### src/hw/rtl/brd_pkg.sv
`default_nettype none
package brd_pkg;

	localparam int MAX_LINE_DEF = 2048;
	localparam int LINE_W = 12;
	localparam int CFG_IDX_W = 2;
	localparam int CFG_DATA_W = 12;
	localparam logic [LINE_W-1:0] LINE_BYTES_RST = 12'd640;

	typedef enum logic [CFG_IDX_W-1:0] {
		REG_FORMAT_MODE  = 2'd0,
		REG_CHANNEL_SWAP = 2'd1,
		REG_LINE_BYTES   = 2'd2
	} reg_idx_t;

	typedef enum logic [1:0] {
		SWAP_NONE = 2'd0,
		SWAP_RB   = 2'd1,
		SWAP_RG   = 2'd2,
		SWAP_GB   = 2'd3
	} swap_t;

	typedef enum logic {
		FMT_BAYER  = 1'b0,
		FMT_RGB565 = 1'b1
	} fmt_t;

	// per-item scan position, carried into the window stage
	typedef struct packed {
		logic [7:0] cur;
		logic       col_odd;
		logic       col_zero;
		logic       first_row;
		logic       row_odd;
		logic       last_bayer;
		logic       last_565;
	} scan_t;

endpackage
`default_nettype wire

### src/hw/rtl/brd_scan.sv
`default_nettype none
module brd_scan #(
	parameter int MAX_LINE = brd_pkg::MAX_LINE_DEF,
	parameter int CW       = $clog2(MAX_LINE + 1),
	parameter int AW       = $clog2(MAX_LINE)
) (
	input  wire logic                 clk,
	input  wire logic                 arst_n,
	input  wire logic                 in_valid,
	input  wire logic [7:0]           pixel_byte,
	input  wire logic                 frame_start,
	input  wire logic [CW-1:0]        len,
	input  wire logic                 s1_adv,
	output logic                      in_stall,
	output logic                      accept,
	output logic      [AW-1:0]        addr,
	output logic                      s1_valid,
	output brd_pkg::scan_t            scan_s1
);

	logic [CW-1:0] col_q;
	logic          row_odd_q;
	logic          first_row_q;
	logic          wrap;
	logic [CW-1:0] c;
	logic [CW-1:0] c_inc;
	logic [CW:0]   c_inc2;
	logic          rodd;
	logic          first;
	logic          end_line;
	brd_pkg::scan_t scan_d;

	assign in_stall = s1_valid && !s1_adv;
	assign accept   = in_valid && !in_stall;

	always_comb begin
		wrap     = !frame_start && (col_q >= len);
		c        = (frame_start || wrap) ? '0 : col_q;
		rodd     = frame_start ? 1'b0 : (wrap ? ~row_odd_q : row_odd_q);
		first    = frame_start ? 1'b1 : (wrap ? 1'b0 : first_row_q);
		c_inc    = c + CW'(1);
		c_inc2   = {1'b0, c} + (CW+1)'(2);
		end_line = c_inc >= len;
		scan_d.cur        = pixel_byte;
		scan_d.col_odd    = c[0];
		scan_d.col_zero   = (c == '0);
		scan_d.first_row  = first;
		scan_d.row_odd    = rodd;
		scan_d.last_bayer = end_line;
		scan_d.last_565   = c_inc2 >= {1'b0, len};
	end

	assign addr = c[AW-1:0];

	always_ff @(posedge clk or negedge arst_n) begin
		if (!arst_n) begin
			col_q       <= '0;
			row_odd_q   <= 1'b0;
			first_row_q <= 1'b1;
			s1_valid    <= 1'b0;
		end else begin
			if (accept) begin
				col_q       <= end_line ? '0 : c_inc;
				row_odd_q   <= end_line ? ~rodd : rodd;
				first_row_q <= end_line ? 1'b0 : first;
				s1_valid    <= 1'b1;
			end else if (s1_adv) begin
				s1_valid    <= 1'b0;
			end
		end
	end

	always_ff @(posedge clk) begin
		if (accept) begin
			scan_s1 <= scan_d;
		end
	end

endmodule
`default_nettype wire

### config.mk
export PLATFORM = sky130hd
export DESIGN_NAME = brd_scan
export DESIGN_NICKNAME = d
export VERILOG_FILES = /design/src/hw/rtl/brd_pkg.sv /design/src/hw/rtl/brd_scan.sv
export SDC_FILE = /design/constraint.sdc
export NUM_CORES = 1
export LEC_CHECK = 0
export BUFFER_PORTS_ARGS = -buffer_cell sky130_fd_sc_hd__buf_4
export CAP_MARGIN = 20
export CORE_ASPECT_RATIO = 1.2
export CORE_MARGIN = 2
export CORE_UTILIZATION = 56
export CTS_CLUSTER_SIZE = 20
export DETAILED_ROUTE_END_ITERATION = 10
export PLACE_DENSITY = 0.93
export RECOVER_POWER = 25
export REMOVE_ABC_BUFFERS = 1
export SLEW_MARGIN = 20
export SYNTH_ARGS = -nofsm -noshare
export SYNTH_HDL_FRONTEND = slang
export SYNTH_SLANG_ARGS = --single-unit
### constraint.sdc
create_clock -name clk -period 6.41 [get_ports clk]
set_clock_uncertainty 0.1 [all_clocks]
set_input_delay 0.641 -clock clk [delete_from_list [all_inputs] [get_ports clk]]
set_output_delay 0.641 -clock clk [all_outputs]
set_load 0.01 [all_outputs]
# Word-level counts from Yosys, hierarchy flattened

Cells that the tools add are included.

Bits in registers: 29
Word-level logic and storage cells: 37
Output and inout port bits: 28
Input port bits: 25

Reduce and logical (&&, ||, !) cells: 9
Bitwise operators: 2
$lt $le $gt $ge: 3
Add/subtract/negate cells: 2
Mux-type cells: 10

Operators by type and width:

| kind                                                            | number |
|---|---|
| 12-bit >= comparator                                            | 2 |
| 12-bit two-way mux                                              | 2 |
| 12-bit by 2-bit adder with 13-bit output, second input constant | 1 |
| 13-bit by 12-bit >= comparator with 1-bit output                | 1 |
| 12-bit by 1-bit adder with 12-bit output, second input constant | 1 |
| 12-bit zero test                                                | 1 |
| 1-bit two-way mux                                               | 8 |
| 1-bit logical AND                                               | 3 |
| 1-bit zero test                                                 | 3 |
| 1-bit inverter                                                  | 2 |
| 2-bit nonzero test                                              | 1 |
| 1-bit logical OR                                                | 1 |

# Logic depth before layout (Yosys ltp)

Gate-level depths: netlist of the first run.

Depth in word-level cells: 7
Gate-level depth with buffers: 23
Gate-level depth less buffers: 22

# Worst setup path before layout of the first run

OpenSTA, ideal clock, no wires.

Path kind: input port to flip-flop
Start point: in len[0]
End point: reg col_q[6]
Stages on the path: 22
Path slack: 1464 ps
Library setup time: 67 ps
Path buffers: 1
Required time: 6243 ps
Data arrival time: 4779 ps
Cell sequence: ha_1 nor3b_1 o21ai_1 a21o_1 nor2_1 nand2_1 inv_1 ha_1 and3_1 nand3_1 nor2_1 and3_1 xnor2_1 nor2_1 ha_1 nor4_1 o211ai_1 o32a_4 or3_1 buf_6 nor2_8 a221o_1

Cells in the longest elaborated chain, start to end: 7

RTL lines:

| element                                  | line           | RTL |
|---|---|---|
| start, declared                          | brd_scan.sv:12 | `input wire logic [CW-1:0] len,` |
| 12-bit >= comparator                     | brd_scan.sv:37 | `wrap = !frame_start && (col_q >= len);` |
| 1-bit logical AND                        | brd_scan.sv:37 |  |
| 1-bit logical OR                         | brd_scan.sv:38 | `c = (frame_start \|\| wrap) ? '0 : col_q;` |
| 12-bit two-way mux                       | brd_scan.sv:38 |  |
| named net addr[1]                        | brd_scan.sv:16 | `output logic [AW-1:0] addr,` |
| 12-bit by 1-bit adder with 12-bit output | brd_scan.sv:41 | `c_inc = c + CW'(1);` |
| 12-bit >= comparator                     | brd_scan.sv:43 | `end_line = c_inc >= len;` |
| named net end_line                       | brd_scan.sv:30 | `logic end_line;` |
| 12-bit two-way mux                       | brd_scan.sv:63 | `col_q <= end_line ? '0 : c_inc;` |
| end signal, assigned                     | brd_scan.sv:63 |  |
| end, declared                            | brd_scan.sv:21 | `logic [CW-1:0] col_q;` |

The timed path passes the listed nets, and every way through them passes these cells.
A chain may end at the register's enable or synchronous reset.

# Final worst setup path of the first run

Start point: reg col_q[9]
End point: reg col_q[4]

Cells in the longest elaborated chain, start to end: 7

RTL lines:

| element                                      | line |
|---|---|
| 12-bit >= comparator                         | brd_scan.sv:37 |
| 1-bit logical AND                            | brd_scan.sv:37 |
| 1-bit logical OR                             | brd_scan.sv:38 |
| 12-bit two-way mux (*)                       | brd_scan.sv:38 |
| 12-bit by 1-bit adder with 12-bit output (*) | brd_scan.sv:41 |
| 12-bit >= comparator (*)                     | brd_scan.sv:43 |
| named net end_line                           | brd_scan.sv:30 |
| 12-bit two-way mux (*)                       | brd_scan.sv:63 |

Mark *: on every way through the listed nets, which the timed path passes. The rest lies on a longest branch.

==> summary.md, run 1 <==
| Metric | Value |
|---|---|
| Inserted Clock Buffers | 5 |
| Post-synth EDFFs | 14 |
| # clock sinks | 29 |
| Synth cell count leaders | 39 x ha_1, 33 x nor2_1, 25 x nand2_1, 20 x a21oi_1, 19 x inv_1 |
| Ys async rst share | 51.7% |
| Initial DRC count | 131 |
| Cell taking the most area after synthesis | ha_1 |
| # IOs | 53 |
| CTS tree | yes |
| Via Count | 2329 |
| Worst path arrival time | 5.66 ns |
| Max-Cap Viols | 0 |
| Num rows | 27 |
| Footprint of the multi-input gates | 1640 um^2 |
| Placer's final routability congestion estimate | 0.925 |
| Synth top area cells | ha_1 19%, edfxtp_1 16%, dfrtp_1 14%, nor2_1 4.8%, a21oi_1 3.9% |
| WP data required | 6.52 ns |
| Crit path max-delay family | simple AND/OR/NAND/NOR gates |
| Avg Inst Size Synth | 8.70 um^2 |
| Post-DP HPWL | 4870 um |
| Period minus WS final | 5.55 ns |
| Power per cell area | 180 nW/um^2 |
| Avg WL per Cell | 15.5 um |
| Die width | 65.9 um |
| Ys Warns | 0 |
| F_max | 180 MHz |
| Flops & latches, synth | 29 |
| Worst-case clock buffer depth | 2 |
| Hold Path Class | in2async |
| Most frequent cell after synthesis | ha_1 |
| Period utilization | 86.6% |
| Final WS setup | 0.860 ns |
| # hold bufs at CTS | 0 |
| Mapped Area | 2580 um^2 |
| VDD IR max | 0.137 mV |
| Largest stage delay, worst path | 0.54 ns |
| Nets | 405 |
| CTS clock-pin slew for the worst setup and hold paths | 0.06 ns |
| Fillers | 356 |
| FF+latch area | 797 um^2 |
| DR DRC count | 0 |
| Chip Height | 78.3 um |
| Starting Density | 57.3% |
| Worst slack at placement | 0.700 ns |
| Postcts setup bufs | 0 |
| Slew HR | 47.1% |
| Worst slew pin tran | 0.793 ns |
| Final setup fails | 0 |
| First-pass GRT wire length | 10300 um |
| Ant diodes | 0 |
| CTS Root Cell | clkbuf_8 |
| CP endpoint kind | flop |
| # port buffers | 52 |
| RSZ-0062 raised after global routing | no |
| # H-tree levels | 2 |
| DR pass1 iterations | 4 |
| Core area | 4490 um^2 |
| CP Launch Point | col_q[9]$_DFFE_PN0P_ |
| Synth top area share | 18.9% |
| Final Hold Fails | 0 |
| Post-synthesis cell count | 296 |
| Leak Pwr | 0.00152 uW |
| All-Layer GR Usage | 25.6% |
| Overflow after GRT | 0 |
| Post-DR vias/cell | 5.82 |
| Vias in the first global route | 2311 |
| Share of layout cells above drive strength 1 | 19.9% |
| Crit Path Class | reg2reg |
| Initial antenna violation count | 0 |
| Setup TNS | 0 ns |
| Status | complete, no violations |
| Routed WL | 6180 um |
| Area grow syn2layout | 19.4% |
| Pin count of the biggest net entering global routing | 25 |
| Main synth FF type | edfxtp_1 |
| Max-slew violation count | 0 |
| Die ar. | 5160 um^2 |
| Seq/Total Area, Yosys | 30.9% |
| Cell variety after synth | 48 |
| Skew-Pair Late Insertion Delay | 0.27 ns |
| Reg-to-reg startpoint | col_q[9]$_DFFE_PN0P_ |
| Crit path buf inv count | 1 |
| Worst setup SP type | flop |
| CP max stage cell | nor4_2 |
| Critical-path maximum fanout | 10 |
| Post-DRT Antenna Nets | 0 |
| Critical path, cell by cell | ha_1 > nand4_1 > nor4_2 > a21o_1 > nor2_1 > nand2_1 > inv_1 > ha_1 > and3_1 > nand3_1 > nor2_1 > and3_1 > xnor2_1 > nor2_1 > ha_1 > nor4_1 > o211ai_1 > o32a_4 > or3_1 > nor2_8 > a22o_1 |
| Post-CTS resize count | 0 |
-- area by class of cell --
class / count / share of cell area (%)
flip-flops and latches: 29 / 25.9
multi-input cells: 232 / 53.2
clock buffers: 7 / 3.13
clock inverters: 1 / 0.163
well taps: 58 / 2.36
inverters: 20 / 2.44
repair buffers: 53 / 12.8
-- path summary, 6_finish.rpt --
| kind | slack [ns] | cells past startpoint | endpoint |
|---|---|---|---|
| worst max-delay path | 0.86 | 21 | col_q[4]$_DFFE_PN0P_ |
| worst min-delay path | 0.33 | 1 | col_q[11]$_DFFE_PN0P_ |
| worst max register to register | 0.86 | 21 | col_q[4]$_DFFE_PN0P_ |
| worst min register to register | 0.45 | 2 | s1_valid$_DFFE_PN0P_ |
| max in group asynchronous | 5.39 | 1 | row_odd_q$_DFFE_PN0P_ |
| min in group clk | 0.45 | 1 | scan_s1[6]$_DFFE_PP_ |
-- stage by stage --
step                      cell area, um^2  util (%)  power [uW]  std cells  hold WS, ns
after global routing                 3080      68.4         585        400        0.418
after CTS                            3080      68.5         556        400        0.113
final                                3080      68.4         553        400        0.326
after detailed placement             2980      66.3         394        392        0.405
after floorplan                      2510         -         329        281        0.245
after global placement               2980      66.3         386        392        0.403
-- flip-flops by register name (all words and copies together) (netlist names) --
register / count
scan_s1: 14
col_q: 12
first_row_q: 1
row_odd_q: 1
s1_valid: 1
-- power by group --
group	internal [uW]	leakage, uW	switching (uW)	total [uW]
registers	212	0.000324	23.8	236
clock network	96.8	0.0000542	64.3	161
logic	69.4	0.00115	86.2	156
total	378	0.00152	174	553
-- cells in the final DEF, fill, tap and decap left out, types with 7 or more instances in the layout --
master    Yosys  final
nand2_1      25     25
xnor2_1      11     11
edfxtp_1     14     14
xor2_1        8      8
inv_1        19     19
buf_4         1     46
dfrtp_1      14     14
nor2_1       33     33
ha_1         39     39
and3_1       12     12
a21oi_1      20     20
a22o_1        7      7
nand3_1       9      9
clkbuf_8      0      7
o21ai_1      11     11
-- per-layer routing --
| layer | track usage (%) | up-vias | routed length [um] |
|---|---|---|---|
| li1 | - | 1144 | - |
| met2 | 44.4 | 98 | 3140 |
| met3 | 4.44 | 24 | 428 |
| met5 | 0 | - | 0 |
| met1 | 29.7 | 1063 | 2360 |
| met4 | 13.1 | 0 | 254 |
-- logic make-up after synthesis --
| group | count (synthesis) | share of synthesized area, % |
|---|---|---|
| AOI/OAI and AO/OA | 65 | 16.9 |
| xor gates and xnor gates | 19 | 6.46 |
| adders and majority gates | 39 | 18.9 |
| buffers and inverters | 35 | 5.59 |
| DFF | 29 | 30.9 |
| muxes | 1 | 0.389 |
| and+or+nand+nor | 108 | 20.8 |
No activity file was read; power rests on OpenSTA's default activity.
==> run 2, diff against run 1 <==
--- a/config.mk
+++ b/config.mk
@@ -12,6 +12,7 @@
 export CORE_UTILIZATION = 56
 export CTS_CLUSTER_SIZE = 20
 export DETAILED_ROUTE_END_ITERATION = 10
+export MAX_ROUTING_LAYER = met4
 export PLACE_DENSITY = 0.93
 export RECOVER_POWER = 25
 export REMOVE_ABC_BUFFERS = 1
==> run 2 against run 1 <==
Net effect: first-iteration DRC count is 48% higher; clock-buffer cell count is 1 lower; highest routed layer unchanged; worst hold slack got worse by 0.0077 ns; sequential share of layout area barely moved; clock power rose by 11%; global-route usage rose by 1.1 points; critical endpoint unchanged; critical path type unchanged; sequential power hardly changed; wire length is 1.5% higher; largest power group unchanged; sequential cell count stayed put; final cell count unchanged.
==> summary.md, run 2 (synthesis results as in run 1) <==
| Metric | Value |
|---|---|
| WHS | 0.318 ns |
| Fillers | 369 |
| Overflow after GRT | 0 |
| Initial antenna violation count | 0 |
| Inserted Clock Buffers | 5 |
| Core area | 4490 um^2 |
| CTS clock-pin slew for the worst setup and hold paths | 0.06 ns |
| Period utilization | 87.8% |
| Worst setup SP type | flop |
| Critical-path maximum fanout | 10 |
| Total power | 571 uW |
| RSZ-0062 raised after global routing | no |
| Initial DRC count | 194 |
| Commonest non-fill, non-tap cells in the layout | 46 x buf_4, 39 x ha_1, 33 x nor2_1 |
| Avg WL per Cell | 15.7 um |
| Post-DR vias/cell | 5.86 |
| Pin count of the biggest net entering global routing | 25 |
| Num rows | 27 |
| DR DRC count | 0 |
| Post-DP HPWL | 4820 um |
| # clock sinks | 29 |
| Biggest register | scan_s1 |
| Post-DRT Antenna Nets | 0 |
| # port buffers | 52 |
| Chip Height | 78.3 um |
| Via Count | 2345 |
| CTS tree | yes |
| Nets | 405 |
| Final setup fails | 0 |
| Postcts setup bufs | 0 |
| Die width | 65.9 um |
| Hold Path Class | in2async |
| Period minus WS final | 5.63 ns |
| Setup TNS | 0 ns |
| Ant diodes | 0 |
| Worst-case clock buffer depth | 2 |
| Vias in the first global route | 2247 |
| Placer's final routability congestion estimate | 0.938 |
| Slew HR | 46.7% |
| # hold bufs at CTS | 0 |
| Worst slew pin tran | 0.799 ns |
| Leak Pwr | 0.00152 uW |
| Power per cell area | 185 nW/um^2 |
| WP data required | 6.52 ns |
| Max-Cap Viols | 0 |
| # H-tree levels | 2 |
| Starting Density | 57.3% |
| # IOs | 53 |
| Max-slew violation count | 0 |
| Die ar. | 5160 um^2 |
| Most common cell after layout, fill and taps aside | buf_4 |
| F_max | 178 MHz |
| Max reg flops | 14 |
| CP endpoint kind | flop |
| Crit Path Class | reg2reg |
| Share of layout cells above drive strength 1 | 19.3% |
| Skew-Pair Late Insertion Delay | 0.28 ns |
| VDD IR max | 0.228 mV |
| Largest regs | scan_s1 (14), col_q (12) |
| Status | complete, no violations |
| CTS Root Cell | clkbuf_8 |
| Post-CTS resize count | 0 |
| Area grow syn2layout | 19.6% |
| Worst path arrival time | 5.74 ns |
| Final Hold Fails | 0 |
| DR pass1 iterations | 5 |
| All-Layer GR Usage | 26.7% |
| Routed WL | 6270 um |
| Worst Reg-to-Reg Cells | 21 |
| Final Util | 68.6% |
| First-pass GRT wire length | 10500 um |
## run 2: routing by layer
metal	global-route usage, %	share of wire (%)
met1	32.6	40
met2	44.4	51
met3	4.73	5.9
met4	8.96	2.5
met5	-	0
## run 2: stage by stage
stage,std cells,worst slack [ns],area [um^2]
2_1_floorplan,281,1.32,2510
5_1_grt,400,0.385,3080
4_1_cts,400,0.844,3080
6_report,400,0.781,3080
3_3_place_gp,392,0.831,2980
3_5_place_dp,392,0.650,2980
## run 2: cell type report
| type | count | area, um^2 | share of cell area [%] |
|---|---|---|---|
| clock buffers | 6 | 72.6 | 2.36 |
| clock inverters | 2 | 33.8 | 1.10 |
| inverters | 20 | 75.1 | 2.44 |
| multi-input cells | 232 | 1640 | 53.1 |
| flip-flops and latches | 29 | 797 | 25.9 |
| well taps | 58 | 72.6 | 2.36 |
| repair buffers | 53 | 394 | 12.8 |
## run 2: power by group
part,internal [uW],switching [uW]
clock,114,64.0
combinational,69.5,86.5
sequential,212,24.2
## run 2: critical path: stages (launching register included)
cell      delay, ns
dfrtp_1        0.57
ha_1           0.32
nand4_1        0.19
nor4_2         0.12
a21o_1         0.19
nor2_1         0.30
nand2_1        0.20
inv_1          0.16
ha_1           0.27
and3_1         0.28
nand3_1        0.20
nor2_1         0.26
and3_1         0.26
xnor2_1        0.14
nor2_1         0.06
ha_1           0.23
nor4_1         0.27
o211ai_1       0.14
o32a_4         0.38
or3_1          0.54
o21ai_1        0.23
a22o_1         0.15
## run 2: worst paths after layout
check | start | slack [ns] | endpoint
worst max-delay path | col_q[9]$_DFFE_PN0P_ | 0.78 | col_q[4]$_DFFE_PN0P_
worst min-delay path | arst_n | 0.32 | col_q[10]$_DFFE_PN0P_
worst max register to register | col_q[9]$_DFFE_PN0P_ | 0.78 | col_q[4]$_DFFE_PN0P_
min in group clk | pixel_byte[7] | 0.45 | scan_s1[13]$_DFFE_PP_
max in group asynchronous | arst_n | 5.38 | row_odd_q$_DFFE_PN0P_
worst min register to register | first_row_q$_DFFE_PN1P_ | 0.46 | first_row_q$_DFFE_PN1P_
